**config.mk**
```make
export PLATFORM = sky130hd
export DESIGN_NAME = base32_custom_decoder_unit
export DESIGN_NICKNAME = d
export VERILOG_FILES = /design/src/rtl/b32d_pkg.sv /design/src/rtl/base32_custom_decoder_unit.sv /design/src/rtl/b32d_front.sv /design/src/rtl/b32d_queue.sv /design/src/rtl/b32d_back.sv
export SDC_FILE = /design/constraint.sdc
export NUM_CORES = 1
export LEC_CHECK = 0
export BUFFER_PORTS_ARGS = -buffer_cell sky130_fd_sc_hd__buf_2
export CAP_MARGIN = 10
export CELL_PAD_IN_SITES_DETAIL_PLACEMENT = 0
export CELL_PAD_IN_SITES_GLOBAL_PLACEMENT = 1
export CORE_MARGIN = 2
export CORE_UTILIZATION = 43
export DETAILED_ROUTE_END_ITERATION = 6
export PLACE_DENSITY = 0.76
export SLEW_MARGIN = 25
export SYNTH_ARGS = -nofsm -noshare
export SYNTH_HDL_FRONTEND = slang
export SYNTH_SLANG_ARGS = --single-unit
```
**constraint.sdc**
```tcl
create_clock -name clock -period 2.5 [get_ports clock]
set_clock_uncertainty 0.05 [all_clocks]
set_input_delay 0.375 -clock clock [delete_from_list [all_inputs] [get_ports clock]]
set_output_delay 0.375 -clock clock [all_outputs]
set_load 0.02 [all_outputs]
```
**src/rtl/b32d_pkg.sv**
```systemverilog
`default_nettype none

package b32d_pkg;

   localparam int unsigned SymbolCount = 32;
   localparam int unsigned GroupWidth  = 5;

   // Upper-case alphabet without L and O; the first symbol sits in the top byte.
   localparam logic [8*SymbolCount-1:0] Symbols = "ABCDEFGHIJKMNPQRSTUVWXYZ23456789";

   // One classified character on its way from the front end to the back end.
   typedef struct packed {
      logic [GroupWidth-1:0] group;
      logic                  bad;
      logic                  last;
   } b32d_item_type;

   // Folds lower case to upper case and looks the character up in the alphabet.
   function automatic b32d_item_type classify(input logic [7:0] ch, input logic last);
      logic [7:0]    folded;
      b32d_item_type item;
      folded     = ((ch >= 8'h61) && (ch <= 8'h7A)) ? (ch - 8'h20) : ch;
      item.group = '0;
      item.bad   = 1'b1;
      item.last  = last;
      for (int k = 0; k < SymbolCount; k++) begin
         if (Symbols[8*(SymbolCount-1-k) +: 8] == folded) begin
            item.group = GroupWidth'(k);
            item.bad   = 1'b0;
         end
      end
      return item;
   endfunction

endpackage

`default_nettype wire

```
**src/rtl/base32_custom_decoder_unit.sv**
```systemverilog
// Base32 decoder for the 32-symbol alphabet without L and O, either case.
// The req channel takes one character per beat on req_tdata, with req_tlast
// on the final character of a string. The rsp channel returns at most one
// beat per character: a decoded byte whenever eight bits are complete, and
// always one beat for the last character, marked by rsp_tlast. rsp_tuser[0]
// says the byte is valid; rsp_tuser[1] flags a character outside the
// alphabet, after which the string's remaining characters are skipped up to
// its last one, whose beat also carries the flag.
// Throughput is one character per cycle while rsp_tready stays high. Each
// accepted character is registered in the classifying stage, then in the
// queue, and its result then in the back end's output register.
// When rsp_tready is low the output register holds its beat; the back end
// stops and the queue of QUEUE_DEPTH entries (a power of two, at least two)
// absorbs further characters before req_tready falls.
// Synchronous reset empties the pipeline and clears the bit accumulator and
// the error flag; no clearing pass is needed.
`default_nettype none

module base32_custom_decoder_unit #(
   parameter int unsigned QUEUE_DEPTH = 4
) (
   input  wire logic       clock,
   input  wire logic       reset,
   input  wire logic       req_tvalid,
   output logic            req_tready,
   input  wire logic [7:0] req_tdata,   // character
   input  wire logic       req_tlast,
   output logic            rsp_tvalid,
   input  wire logic       rsp_tready,
   output logic [7:0]      rsp_tdata,   // data_byte
   output logic            rsp_tlast,
   output logic [1:0]      rsp_tuser    // byte_valid, bad_character
);
   import b32d_pkg::*;

   logic          front_valid;
   logic          front_ready;
   b32d_item_type front_item;
   logic          back_valid;
   logic          back_ready;
   b32d_item_type back_item;

   b32d_front u_front (
      .clock      (clock),
      .reset      (reset),
      .req_tvalid (req_tvalid),
      .req_tready (req_tready),
      .req_tdata  (req_tdata),
      .req_tlast  (req_tlast),
      .item_valid (front_valid),
      .item_ready (front_ready),
      .item       (front_item)
   );

   b32d_queue #(
      .DEPTH (QUEUE_DEPTH)
   ) u_queue (
      .clock      (clock),
      .reset      (reset),
      .push_valid (front_valid),
      .push_ready (front_ready),
      .push_item  (front_item),
      .pop_valid  (back_valid),
      .pop_ready  (back_ready),
      .pop_item   (back_item)
   );

   b32d_back u_back (
      .clock      (clock),
      .reset      (reset),
      .item_valid (back_valid),
      .item_ready (back_ready),
      .item       (back_item),
      .rsp_tvalid (rsp_tvalid),
      .rsp_tready (rsp_tready),
      .rsp_tdata  (rsp_tdata),
      .rsp_tlast  (rsp_tlast),
      .rsp_tuser  (rsp_tuser)
   );

endmodule

`default_nettype wire

```
**src/rtl/b32d_front.sv**
```systemverilog
`default_nettype none

module b32d_front (
   input  wire logic                   clock,
   input  wire logic                   reset,
   input  wire logic                   req_tvalid,
   output logic                        req_tready,
   input  wire logic [7:0]             req_tdata,
   input  wire logic                   req_tlast,
   output logic                        item_valid,
   input  wire logic                   item_ready,
   output b32d_pkg::b32d_item_type     item
);
   import b32d_pkg::*;

   logic          stage_valid_ff;
   logic          stage_valid_in;
   b32d_item_type stage_item_ff;
   b32d_item_type stage_item_in;
   logic          take;

   // The stage reloads whenever it is empty or its item moves on this cycle.
   assign req_tready = !stage_valid_ff || item_ready;
   assign take       = req_tvalid && req_tready;

   always_comb begin
      stage_valid_in = stage_valid_ff;
      stage_item_in  = stage_item_ff;
      if (take) begin
         stage_valid_in = 1'b1;
         stage_item_in  = classify(req_tdata, req_tlast);
      end else if (item_ready) begin
         stage_valid_in = 1'b0;
      end
   end

   always_ff @(posedge clock) begin
      if (reset) begin
         stage_valid_ff <= 1'b0;
      end else begin
         stage_valid_ff <= stage_valid_in;
      end
      stage_item_ff <= stage_item_in;
   end

   assign item_valid = stage_valid_ff;
   assign item       = stage_item_ff;

endmodule

`default_nettype wire

```
**src/rtl/b32d_queue.sv**
```systemverilog
`default_nettype none

module b32d_queue #(
   parameter int unsigned DEPTH = 4
) (
   input  wire logic                   clock,
   input  wire logic                   reset,
   input  wire logic                   push_valid,
   output logic                        push_ready,
   input  wire b32d_pkg::b32d_item_type push_item,
   output logic                        pop_valid,
   input  wire logic                   pop_ready,
   output b32d_pkg::b32d_item_type     pop_item
);
   import b32d_pkg::*;

   localparam int unsigned AddrWidth  = $clog2(DEPTH);
   localparam int unsigned CountWidth = AddrWidth + 1;

   b32d_item_type             entries_ff [DEPTH];
   logic [AddrWidth-1:0]      wr_ptr_ff;
   logic [AddrWidth-1:0]      wr_ptr_in;
   logic [AddrWidth-1:0]      rd_ptr_ff;
   logic [AddrWidth-1:0]      rd_ptr_in;
   logic [CountWidth-1:0]     count_ff;
   logic [CountWidth-1:0]     count_in;
   logic                      do_push;
   logic                      do_pop;

   assign push_ready = (count_ff != CountWidth'(DEPTH));
   assign pop_valid  = (count_ff != '0);
   assign do_push    = push_valid && push_ready;
   assign do_pop     = pop_valid && pop_ready;
   assign pop_item   = entries_ff[rd_ptr_ff];

   // Pointers wrap naturally, so the user must keep DEPTH a power of two of at least two; nothing checks it.
   always_comb begin
      wr_ptr_in = do_push ? (wr_ptr_ff + AddrWidth'(1)) : wr_ptr_ff;
      rd_ptr_in = do_pop ? (rd_ptr_ff + AddrWidth'(1)) : rd_ptr_ff;
      count_in  = count_ff;
      if (do_push && !do_pop) begin
         count_in = count_ff + CountWidth'(1);
      end else if (do_pop && !do_push) begin
         count_in = count_ff - CountWidth'(1);
      end
   end

   always_ff @(posedge clock) begin
      if (reset) begin
         wr_ptr_ff <= '0;
         rd_ptr_ff <= '0;
         count_ff  <= '0;
      end else begin
         wr_ptr_ff <= wr_ptr_in;
         rd_ptr_ff <= rd_ptr_in;
         count_ff  <= count_in;
      end
      if (do_push) begin
         entries_ff[wr_ptr_ff] <= push_item;
      end
   end

endmodule

`default_nettype wire

```
**src/rtl/b32d_back.sv**
```systemverilog
`default_nettype none

module b32d_back (
   input  wire logic                   clock,
   input  wire logic                   reset,
   input  wire logic                   item_valid,
   output logic                        item_ready,
   input  wire b32d_pkg::b32d_item_type item,
   output logic                        rsp_tvalid,
   input  wire logic                   rsp_tready,
   output logic [7:0]                  rsp_tdata,
   output logic                        rsp_tlast,
   output logic [1:0]                  rsp_tuser
);
   import b32d_pkg::*;

   logic [6:0]  pending_bits_ff;
   logic [6:0]  pending_bits_in;
   logic [2:0]  pending_count_ff;
   logic [2:0]  pending_count_in;
   logic        error_seen_ff;
   logic        error_seen_in;
   logic        out_valid_ff;
   logic        out_valid_in;
   logic [7:0]  out_byte_ff;
   logic [7:0]  out_byte_in;
   logic        out_byte_valid_ff;
   logic        out_byte_valid_in;
   logic        out_end_ff;
   logic        out_end_in;
   logic        out_bad_ff;
   logic        out_bad_in;
   logic        pop;
   logic        has_result;
   logic [11:0] acc;
   logic [3:0]  count;
   logic [2:0]  rest;
   logic [6:0]  rest_mask;

   // An item is consumed whenever the output register is free or being emptied.
   assign item_ready = !out_valid_ff || rsp_tready;
   assign pop        = item_valid && item_ready;

   assign acc       = {pending_bits_ff, item.group};
   assign count     = {1'b0, pending_count_ff} + 4'd5;
   assign rest      = count[2:0];
   assign rest_mask = (7'd1 << rest) - 7'd1;

   always_comb begin
      pending_bits_in   = pending_bits_ff;
      pending_count_in  = pending_count_ff;
      error_seen_in     = error_seen_ff;
      has_result        = 1'b0;
      out_byte_in       = out_byte_ff;
      out_byte_valid_in = out_byte_valid_ff;
      out_end_in        = out_end_ff;
      out_bad_in        = out_bad_ff;

      if (pop) begin
         out_byte_in       = 8'd0;
         out_byte_valid_in = 1'b0;
         out_end_in        = item.last;
         out_bad_in        = 1'b0;
         if (error_seen_ff) begin
            // The rest of a broken string is skipped until its last character.
            has_result = item.last;
            out_bad_in = 1'b1;
         end else if (item.bad) begin
            has_result    = 1'b1;
            out_bad_in    = 1'b1;
            error_seen_in = 1'b1;
         end else if (count[3]) begin
            has_result        = 1'b1;
            out_byte_in       = 8'(acc >> rest);
            out_byte_valid_in = 1'b1;
            pending_bits_in   = acc[6:0] & rest_mask;
            pending_count_in  = rest;
         end else begin
            has_result       = item.last;
            pending_bits_in  = acc[6:0];
            pending_count_in = count[2:0];
         end
         if (item.last) begin
            pending_bits_in  = '0;
            pending_count_in = '0;
            error_seen_in    = 1'b0;
         end
      end
   end

   always_comb begin
      if (pop) begin
         out_valid_in = has_result;
      end else if (rsp_tready) begin
         out_valid_in = 1'b0;
      end else begin
         out_valid_in = out_valid_ff;
      end
   end

   always_ff @(posedge clock) begin
      if (reset) begin
         pending_bits_ff  <= '0;
         pending_count_ff <= '0;
         error_seen_ff    <= 1'b0;
         out_valid_ff     <= 1'b0;
      end else begin
         pending_bits_ff  <= pending_bits_in;
         pending_count_ff <= pending_count_in;
         error_seen_ff    <= error_seen_in;
         out_valid_ff     <= out_valid_in;
      end
      out_byte_ff       <= out_byte_in;
      out_byte_valid_ff <= out_byte_valid_in;
      out_end_ff        <= out_end_in;
      out_bad_ff        <= out_bad_in;
   end

   assign rsp_tvalid = out_valid_ff;
   assign rsp_tdata  = out_byte_ff;
   assign rsp_tlast  = out_end_ff;
   assign rsp_tuser  = {out_bad_ff, out_byte_valid_ff};

endmodule

`default_nettype wire
```
[Yosys cells after proc, flatten, opt, wreduce, memory -nomap -nowiden]
Memory sizes are Yosys's and may differ from the RTL's. A register that Yosys moved wholly into a read port is not among the register bits.
Cells that the tools add are included.
Word-level totals
  flip-flop bits (word level): 38
  latch bits: 0
  bits in writable memories: 28
  memory bits (read-only): 0
  input bits: 13
  output and inout bits: 13
  memories kept: 1
Memory list
  u_queue.entries_ff: depth 4, width 7, rd ports 1, clocked after memory_dff 1, wr ports 1, line b32d_queue.sv:20  | b32d_item_type entries_ff [DEPTH];
Cells by class
  add/subtract/negate cells: 7
  $mul: 0
  divide/modulo/power cells: 0
  order comparisons: 2
  eq/ne operators: 35
  shift-type cells: 2
  mux-type cells: 56
  bitwise gates (word level): 2
  reduce and logical (&&, ||, !) cells: 24
Operators by type and width (count)
  $eq A7 B8 Y1 const A: 24
  $mux W5: 16
  $eq A6 B8 Y1 const A: 8
  $mux W4: 8
  $reduce_or A31 Y1: 1
  $mux W7: 4
  $mux W3: 9
  $reduce_or A16 Y1: 1
  $mux W1: 14
  $shr A12 B3 Y8: 1
  $ge A8 B7 Y1 const B: 1
  $le A8 B7 Y1 const B: 1
  $mux W2: 4
  $mux W8: 1
  $reduce_or A8 Y1: 1
  $sub A8 B6 Y8 const B: 1
  $and A7 B7 Y7: 1
  $shl A1 B3 Y7 const A: 1
  $sub A7 B1 Y7 const B: 1
  $logic_and A1 B1 Y1: 6
  $reduce_bool A2 Y1: 3
  $add A2 B1 Y2 const B: 2
  $add A3 B3 Y4 const B: 1
  $logic_not A1 Y1: 4
  other kinds (11): 14

[Depth between registers and ports, before layout]
Gate-level depths: netlist of run 1.
  word-level depth: 35
  mapped depth: 10

[By module]
Synthesis of run 1 repeated with hierarchy kept, for this count alone.
Second synthesis, totals
  cell total of the unflattened synthesis: 329
  area, all modules: 3749.8 um^2
Modules (own cells, without submodules)
  b32d_queue: times used 1, cells an instance 85, area each 1491.4 um^2
  b32d_back: times used 1, cells an instance 135, area each 1422.6 um^2
  b32d_front: times used 1, cells an instance 109, area each 835.8 um^2

[Worst setup path before layout of run 1]
No wires, ideal clock.
  path type: register -> register
  from: register u_back.pending_count_ff[0]
  to: register u_back.out_byte_ff[2], in the netlist u_back.rsp_tdata[2] (data pin)
  data arrival time: 2.289 ns
  path slack: -0.103 ns
  stages on the path, launching flop included: 9
  buffers on the path: 3
  path through: dfxtp_1 > clkbuf_1 > inv_1 > ha_1 > clkbuf_1 > buf_1 > mux4_2 > nand2_1 > a21oi_1
On the way
  longest elaborated chain between the ends: 3
  elaborated cells between the ends (all ways): 4
  those cells by class: 1 x add/sub; 1 x shift; 1 x bitwise; 1 x reduce/logical
RTL lines
  from (decl): line b32d_back.sv:19  | logic [2:0] pending_count_ff;
  from (signal assigned): line b32d_back.sv:109  | pending_count_ff <= pending_count_in;
  $add A3 B3 Y4 *: line b32d_back.sv:45  | assign count = {1'b0, pending_count_ff} + 4'd5;
  parallel branches: the longest is 2 deep, another holds $shr A12 B3 Y8
  to (signal assigned): line b32d_back.sv:113  | out_byte_ff <= out_byte_in;
  to (decl): line b32d_back.sv:25  | logic [7:0] out_byte_ff;
Mark *: on every way between the ends.
A chain may end at the register's enable or synchronous reset.

[Worst setup path in the final report of run 1]
  from: register u_queue.count_ff[0]
  to: register u_queue.count_ff[2]
On the way
  longest elaborated chain between the ends: 5
  elaborated cells between the ends (all ways): 13
  those cells by class: 2 x add/sub; 1 x eq/ne; 2 x mux; 8 x reduce/logical
RTL lines
  from (decl): line b32d_queue.sv:25  | logic [CountWidth-1:0] count_ff;
  from (signal assigned): line b32d_queue.sv:56  | count_ff <= count_in;
  parallel branches: the longest is 5 deep, another holds $sub A3 B1 Y3
Parallel ways; which one is timed is not known. The select of a mux whose other input is x is not followed.

==> results.md, run 1 <==
- Worst Slack Setup Final: slightly below 0.3 ns
- Crit Path Max Fanout: 4
- Width of the die: around 95 um
- Crit end category: register
- FP Rows: 33
- Worst skew pair latency: between 0.3 and 0.4 ns
- Worst VDD drop: around 0.00033 V
- Root Driver: clkbuf_8
- Global Route Usage Sum: ~18%
- Worst reg2reg startpoint: u_queue.count_ff[0]$_SDFFE_PP0P_
- Post-synthesis mux area share: ~7.7%
- Post-synth EDFFs: 46
- Largest family of logic cells by synthesized area: compound AO/OA/AOI/OAI gates
- Critical path's most frequent cell: or3_1
- Die ar.: 9100 um2
- Final Non-Filler Cells: around 480
- Synth Cell Area: between 3000 and 4000 um2
- P&R area growth vs syn: 13.3%
- Netlist cell types: 53
- CP required: roughly 2.7 ns
- Setup TNS: 0 ns
- Ys Warns: 0
- Dpl hpwl: 5470 um
- Ys async rst share: 0%
- First-pass GRT wire length: roughly 12,000 um
- PnR Total Power: roughly 4.2 mW
- Worst setup SP type: register
- Critical-path cell list: or3_1 > nand2_1 > ha_1 > inv_1 > fa_1 > xor2_1 > or3_1 > a21oi_1
- Compound-cell area share of the yosys netlist: between 10% and 20%
- Initial antenna violation count: 0
- CTS buffer count: 9
- Area contributors post-synth: edfxtp_1 38%, dfxtp_1 12%, mux4_2 5.6%
- Ports: 26
- Seq/Total Area, Yosys: a little over 50%
- Largest area contributor in the netlist: edfxtp_1
- Min Clock Period, post-route: between 2 and 2.5 ns
- Slew Limit Fails: 0
- H-tree levels: 3
- I/O Buffers: 25
- Status: completed
- Top-count cell post-synth: edfxtp_1
- CP Class: reg2reg
- Post-synthesis adder-cell area fraction: 4.74%
- Slew HR: 56.0%
- CTS tree: done
- Number of DRC markers in iteration 0: around 140
- Tcrit/Tclk final: between 80 and 90%
- PostCTS Resize Cnt: 0
- Worst setup path startpoint: u_queue.count_ff[0]$_SDFFE_PP0P_
- DRC violations left: 0
- Syn_area_per_cell: between 10 and 15 um2
- DP Cell Count: 460
- ANT nets after route: 0
- Vias: about 2,600
- Via density: 5.56
- Main synth FF type: edfxtp_1
- Number of synthesized register bits: slightly below 70
- Xor/xnor share of the synthesized area: a little under 3%
- Layout cell share with drive strength beyond 1: 19.1%
- Clock sinks: just under 70
- RSZ-0062 raised after global routing: false
- PwrDens: ~1000 nW/um2
- Synth cell count leaders: 46 x edfxtp_1, 31 x nand2_1, 31 x nor2_1, 24 x a21oi_1, 22 x dfxtp_1
- Maximum buffer depth of the clock tree: 2
- Leak: around 1.5 nW
- Clock transition at the registers of the reported paths: ~0.07 ns
- GR Overflow Total: 0
- Post-CTS Hold Buffers: 0
- Worst path slowest cell: or3_1
- Worst-Margin Slew: between 0.6 and 0.7 ns
- Final-report hold violation count: 0
- Post-Syn Instances: approximately 340
- Synth top area share: 38.5%
- Pre-CTS WS: between 0.15 and 0.2 ns
- Syn_nets: 362
- Post-CTS Setup Inserts: 0
- Initial DRT Pass Iterations: 4
- Post-Synth Simple-Gate Area: 14.9%
- Hold Path Class: in2reg
- Max_cap viols: 0
- Diode count: 0
- Total wire length: between 7000 and 8000 um
- Critical Path AT: about 2.4 ns
- Starting Density: between 40% and 50%
- CP max stage delay: roughly 0.4 ns
- Core ar.: 8130 um2
- # setup viols final: 0
- Global placement routability congestion: approximately 0.88
- Vias in the first global route: between 2,000 and 3,000
- Fin Hold WS: about 0.16 ns
- Fmax: 453 MHz
- Largest net degree at the start of global routing: 20
- Hold path start: req_tlast
- Die Y: between 90 and 100 um
- Post-DR wirelength/cell: ~15 um
- # nets final: ~390
[layout make-up]
type / count / area, um2
Multi-Input combinational cell: 235 / 1630
Clock buffer: 12 / 188
Sequential cell: 68 / 1820
Clock inverter: 4 / 23.8
Fill cell: 698 / 4070
Timing Repair Buffer: 38 / 223
Inverter: 14 / 52.6
Tap cell: 105 / 131
[metrics by stage]
step / area, um2 / util (%)
final: 4070 / 50.0
after floorplan: 3590 / -
after CTS: 4070 / 50.0
after detailed placement: 3860 / 47.4
after global routing: 4070 / 50.0
after global placement: 3860 / 47.4
[per-layer routing]
| layer | vias to the layer above | global-route usage [%] | share of wire (%) |
|---|---|---|---|
| met3 | 17 | 3.87 | 4.2 |
| met4 | 0 | 7.98 | 2.1 |
| met5 | - | 0 | 0 |
| met1 | 1262 | 22.5 | 44 |
| met2 | 59 | 28.9 | 50 |
| li1 | 1309 | - | - |
[flip-flops by register name, indices dropped and copies added, names as in the netlist, named ones only]
register / cells
u_front.item_valid: 1
u_back.out_bad_ff: 1
u_back.pending_bits_ff: 7
u_queue.count_ff: 3
u_back.rsp_tdata: 8
u_back.rsp_tlast: 1
u_queue.entries_ff: 28
u_queue.wr_ptr_ff: 2
u_back.pending_count_ff: 3
u_queue.rd_ptr_ff: 2
u_back.rsp_tvalid: 1
u_back.out_byte_valid_ff: 1
u_back.error_seen_ff: 1
u_front.item: 7
[where the power goes]
group,total (mW),internal (mW),switching [mW]
registers,1.62,1.47,0.148
logic,1.66,0.662,0.993
clock network,0.924,0.508,0.416
[worst max-delay path: cells and delay by family, from the launching register on]
kind                       cells  cell delay [ns]
adders and majority gates      2             0.56
and+or+nand+nor                3             0.80
DFF                            1             0.36
AOI/OAI and AO/OA              1             0.14
buffers and inverters          1             0.06
xor gates and xnor gates       1             0.17
[cells in the final DEF, fill, tap and decap left out, types with 6 or more instances in the layout]
cell      instances
xnor2_1           6
inv_1            13
a31oi_1           8
ha_1             12
xor2_1            6
nor3_1            6
buf_4            13
nor2_1           31
nand2_1          31
o21ai_0          15
nand3_1          14
a21oi_1          24
a32o_1            6
buf_2            25
edfxtp_1         46
clkbuf_8         10
dfxtp_1          22
mux4_2            9
[worst paths after layout]
check	endpoint	slack (ns)	cells past startpoint
worst max-delay path	u_queue.count_ff[2]$_SDFFE_PP0P_	0.29	8
worst min-delay path	u_front.item[0]$_DFFE_PP_	0.16	1
worst max register to register	u_queue.count_ff[2]$_SDFFE_PP0P_	0.29	8
worst min register to register	u_back.rsp_tvalid$_SDFFE_PP0P_	0.44	2
[logic make-up (layout without fill, tap and decap cells)]
kind of cell,Yosys count,in the layout
AND/OR/NAND/NOR,111,111
buffers and inverters,33,68
XOR/XNOR,12,12
multiplexers,16,16
adder cells (fa/ha/maj),13,13
AO/OA/AOI/OAI,83,83
flip-flops,68,68
No activity file was read; power rests on OpenSTA's default activity.
==> run 2, diff against run 1 <==
--- a/config.mk
+++ b/config.mk
@@ -6,14 +6,14 @@
 export NUM_CORES = 1
 export LEC_CHECK = 0
 export BUFFER_PORTS_ARGS = -buffer_cell sky130_fd_sc_hd__buf_2
-export CAP_MARGIN = 10
 export CELL_PAD_IN_SITES_DETAIL_PLACEMENT = 0
 export CELL_PAD_IN_SITES_GLOBAL_PLACEMENT = 1
 export CORE_MARGIN = 2
-export CORE_UTILIZATION = 43
+export CORE_UTILIZATION = 44
 export DETAILED_ROUTE_END_ITERATION = 6
-export PLACE_DENSITY = 0.76
+export PLACE_DENSITY = 0.77
 export SLEW_MARGIN = 25
 export SYNTH_ARGS = -nofsm -noshare
 export SYNTH_HDL_FRONTEND = slang
+export SYNTH_HIERARCHICAL = 1
 export SYNTH_SLANG_ARGS = --single-unit
==> run 2 against run 1 <==
- register-to-register slack worse by 0.04 ns
- critical path depth stayed put
- wire length shrank 1.3%
- via count is 2.0% lower
- sequential power about the same
- critical path type unchanged
==> results.md, run 2 <==
- Status: completed
- GR Overflow Total: 0 (unchanged)
- GR Util met3: 5.40% (+1.5 points)
- Dpl hpwl: 5120 um (-6.4%)
- Largest net degree at the start of global routing: 19 (-5.0%)
- Syn_area_per_cell: 11.4 um2 (+6.7%)
- Root Driver: clkbuf_8
- Via density: 5.59 (+0.57%)
- Ports: 26 (unchanged)
- Leak: 1.48 nW (-1.5%)
- # nets final: 380 (-3.1%)
- Max reg flops: 28 (unchanged)
- Netlist cell types: 67 (+26%)
- R2R Setup Slk: 0.25 ns (-0.04 ns)
- GRT Max-Usage Layer: met2
- Starting Density: 45.4% (+1.3 points)
- Max_cap viols: 0 (unchanged)
- Ys async rst share: 0% (unchanged)
- CP required: 2.71 ns (-0.02 ns)
- Post-synth EDFFs: 46 (unchanged)
- Synth Cell Area: 3750 um2 (+4.5%)
- I/O Buffers: 25 (unchanged)
- Crit Path Max Fanout: 7 (+3)
- CTS buffer count: 9 (unchanged)
- Vias: 2,595 (-2.0%)
- Global Route Usage Sum: 17.0% (-0.66 points)
- Width of the die: 96.3 um (+0.99%)
- Dpl cell area: 3980 um2 (+3.1%)
- Synth top area share: 36.8% (-1.6 points)
- Fin util: 50.3% (+0.30 points)
- Pre-CTS WS: 0.275 ns (+0.0947 ns)
- M2 GR Usage: 27.8% (-1.1 points)
- Number of synthesized register bits: 68 (unchanged)
- Post-DR wirelength/cell: 15.6 um (+1.3%)
- Met1 usage: 21.8% (-0.68 points)
- ANT nets after route: 0 (unchanged)
- Die Y: 96.3 um (+0.99%)
- Total wire length: 7260 um (-1.3%)
- Initial antenna violation count: 0 (unchanged)
- Vias in the first global route: 2,443 (-3.3%)
- Setup TNS: 0 ns (unchanged)
- Area contributors post-synth: edfxtp_1 37%, dfxtp_1 12%, mux4_2 9.0%
- H-tree levels: 3 (unchanged)
- Slew Limit Fails: 0 (unchanged)
- Number of DRC markers in iteration 0: 103 (-24%)
- Fmax: 445 MHz (-1.7%)
- PwrDens: 891 nW/um2 (-14%)
- Syn_nets: 355 (-1.9%)
- First-pass GRT wire length: 12,000 um (-2.1%)
- Commonest non-fill, non-tap cells in the layout: 46 x edfxtp_1, 30 x nand2_1, 25 x buf_2, 23 x nor2_1
- Synth cell count leaders: 46 x edfxtp_1, 30 x nand2_1, 23 x nor2_1, 22 x a21oi_1, 22 x dfxtp_1
- Final-report hold violation count: 0 (unchanged)
- Fin Hold WS: 0.176 ns (+0.0199 ns)
- Hold Path Class: in2reg
- Register with the most flip-flops: u_queue/entries_ff
- Largest area contributor in the netlist: edfxtp_1
- Worst VDD drop: 0.000396 V (+19%)
- P&R area growth vs syn: 10.8%
- FP Rows: 33 (unchanged)
- Worst Slack Setup Final: 0.254 ns (-0.0392 ns)
- Core ar.: 8260 um2 (+1.5%)
- Maximum buffer depth of the clock tree: 2 (unchanged)
- Tcrit/Tclk final: 89.8% (+1.6 points)
- Clock sinks: 68 (unchanged)
- Top-count cell post-synth: edfxtp_1
- Post-CTS Setup Inserts: 0 (unchanged)
- Seq/Total Area, Yosys: 48.6% (-2.2 points)
- Worst setup SP type: register
- Die ar.: 9280 um2 (+2.0%)
- Clock transition at the registers of the reported paths: 0.07 ns (about the same)
- Crit end category: register
- Commonest non-fill, non-tap cell in the layout: edfxtp_1
- Main synth FF type: edfxtp_1
- RSZ-0062 raised after global routing: false
- Post-route cell area: 4160 um2 (+2.1%)
- PostCTS Resize Cnt: 0 (unchanged)
- Layout cell share with drive strength beyond 1: 23.7% (+4.5 points)
- Worst skew pair latency: 0.33 ns (about the same)
- Initial DRT Pass Iterations: 4 (unchanged)
- Min Clock Period, post-route: 2.25 ns (+0.0392 ns)
- CTS tree: done
- Fill count: 754 (+8.0%)
- CP Class: reg2reg
- Critical Path AT: 2.46 ns (+0.03 ns)
- Ys Warns: 6 (+6)
- Global placement routability congestion: 0.853 (-2.5%)
- Diode count: 0 (unchanged)
- # setup viols final: 0 (unchanged)
- Post-CTS Hold Buffers: 0 (unchanged)
- Post-Syn Instances: 329 (-2.1%)
- DRC violations left: 0 (unchanged)
- Worst-Margin Slew: 0.409 ns (-0.242 ns)
- Slew HR: 72.5% (+16 points)
-- run 2: cell types whose count changed after synthesis, moves of 3 or more --
cell and delta:
or2_2 +3, nor2_1 -8, a31oi_1 -4, nand2b_1 +8, a211oi_1 -3, buf_2 +9
xnor2_1 -4, nand3_1 -9, mux4_2 +6, and2_1 +3, clkbuf_1 -8
-- run 2: cell families (layout without fill, tap and decap cells) --
family	count (synthesis)	in the layout	share of synthesized area, %
muxes	22	22	11.1
adders and majority gates	13	13	4.54
AOI/OAI and AO/OA	73	73	14.2
buffers and inverters	36	66	4.27
xor gates and xnor gates	7	7	1.84
DFF	68	68	48.6
and+or+nand+nor	110	110	15.5
-- run 2: final timing paths --
kind | startpoint | depth (start not counted) | to
worst max-delay path | u_queue/count_ff[0]$_SDFFE_PP0P_ | 8 | u_queue/count_ff[2]$_SDFFE_PP0P_
worst min-delay path | req_tlast | 1 | u_front/item[0]$_DFFE_PP_
worst min register to register | u_front/item[5]$_SDFFCE_PP1P_ | 0 | u_queue/entries_ff[2][5]$_DFFE_PP_
worst max register to register | u_queue/count_ff[0]$_SDFFE_PP0P_ | 8 | u_queue/count_ff[2]$_SDFFE_PP0P_
-- run 2: report_power, final --
group          switching [mW]  internal, mW
logic                   0.739         0.580
registers               0.154          1.45
clock network           0.394         0.382
total                    1.29          2.41
-- run 2: through the flow --
stage	instances	power [mW]
after floorplan	329	2.62
after global placement	448	2.93
after detailed placement	448	2.95
after CTS	464	3.73
after global routing	464	3.96
final	464	3.70
-- run 2: final cells by class --
type | instances | area (um2) | area share (%)
Sequential cell | 68 | 1820 | 43.8
Multi-Input combinational cell | 225 | 1770 | 42.5
Timing Repair Buffer | 35 | 200 | 4.82
Clock buffer | 10 | 138 | 3.31
Tap cell | 105 | 131 | 3.16
Inverter | 15 | 56.3 | 1.36
Clock inverter | 6 | 40.0 | 0.964
-- run 2: routing by layer --
layer,share of wire [%],up-vias
met5,0,-
met4,1.3,0
met3,4.4,6
met2,49,62
met1,45,1250
li1,-,1277
-- run 2: worst max-delay path, cell delays in order (launching register included) --
cell and delay, ns:
dfxtp_1 0.48, nor2_2 0.10, a21boi_4 0.27, ha_1 0.23
inv_1 0.06, fa_1 0.37, xor2_1 0.16, or3_1 0.31
a21oi_1 0.15
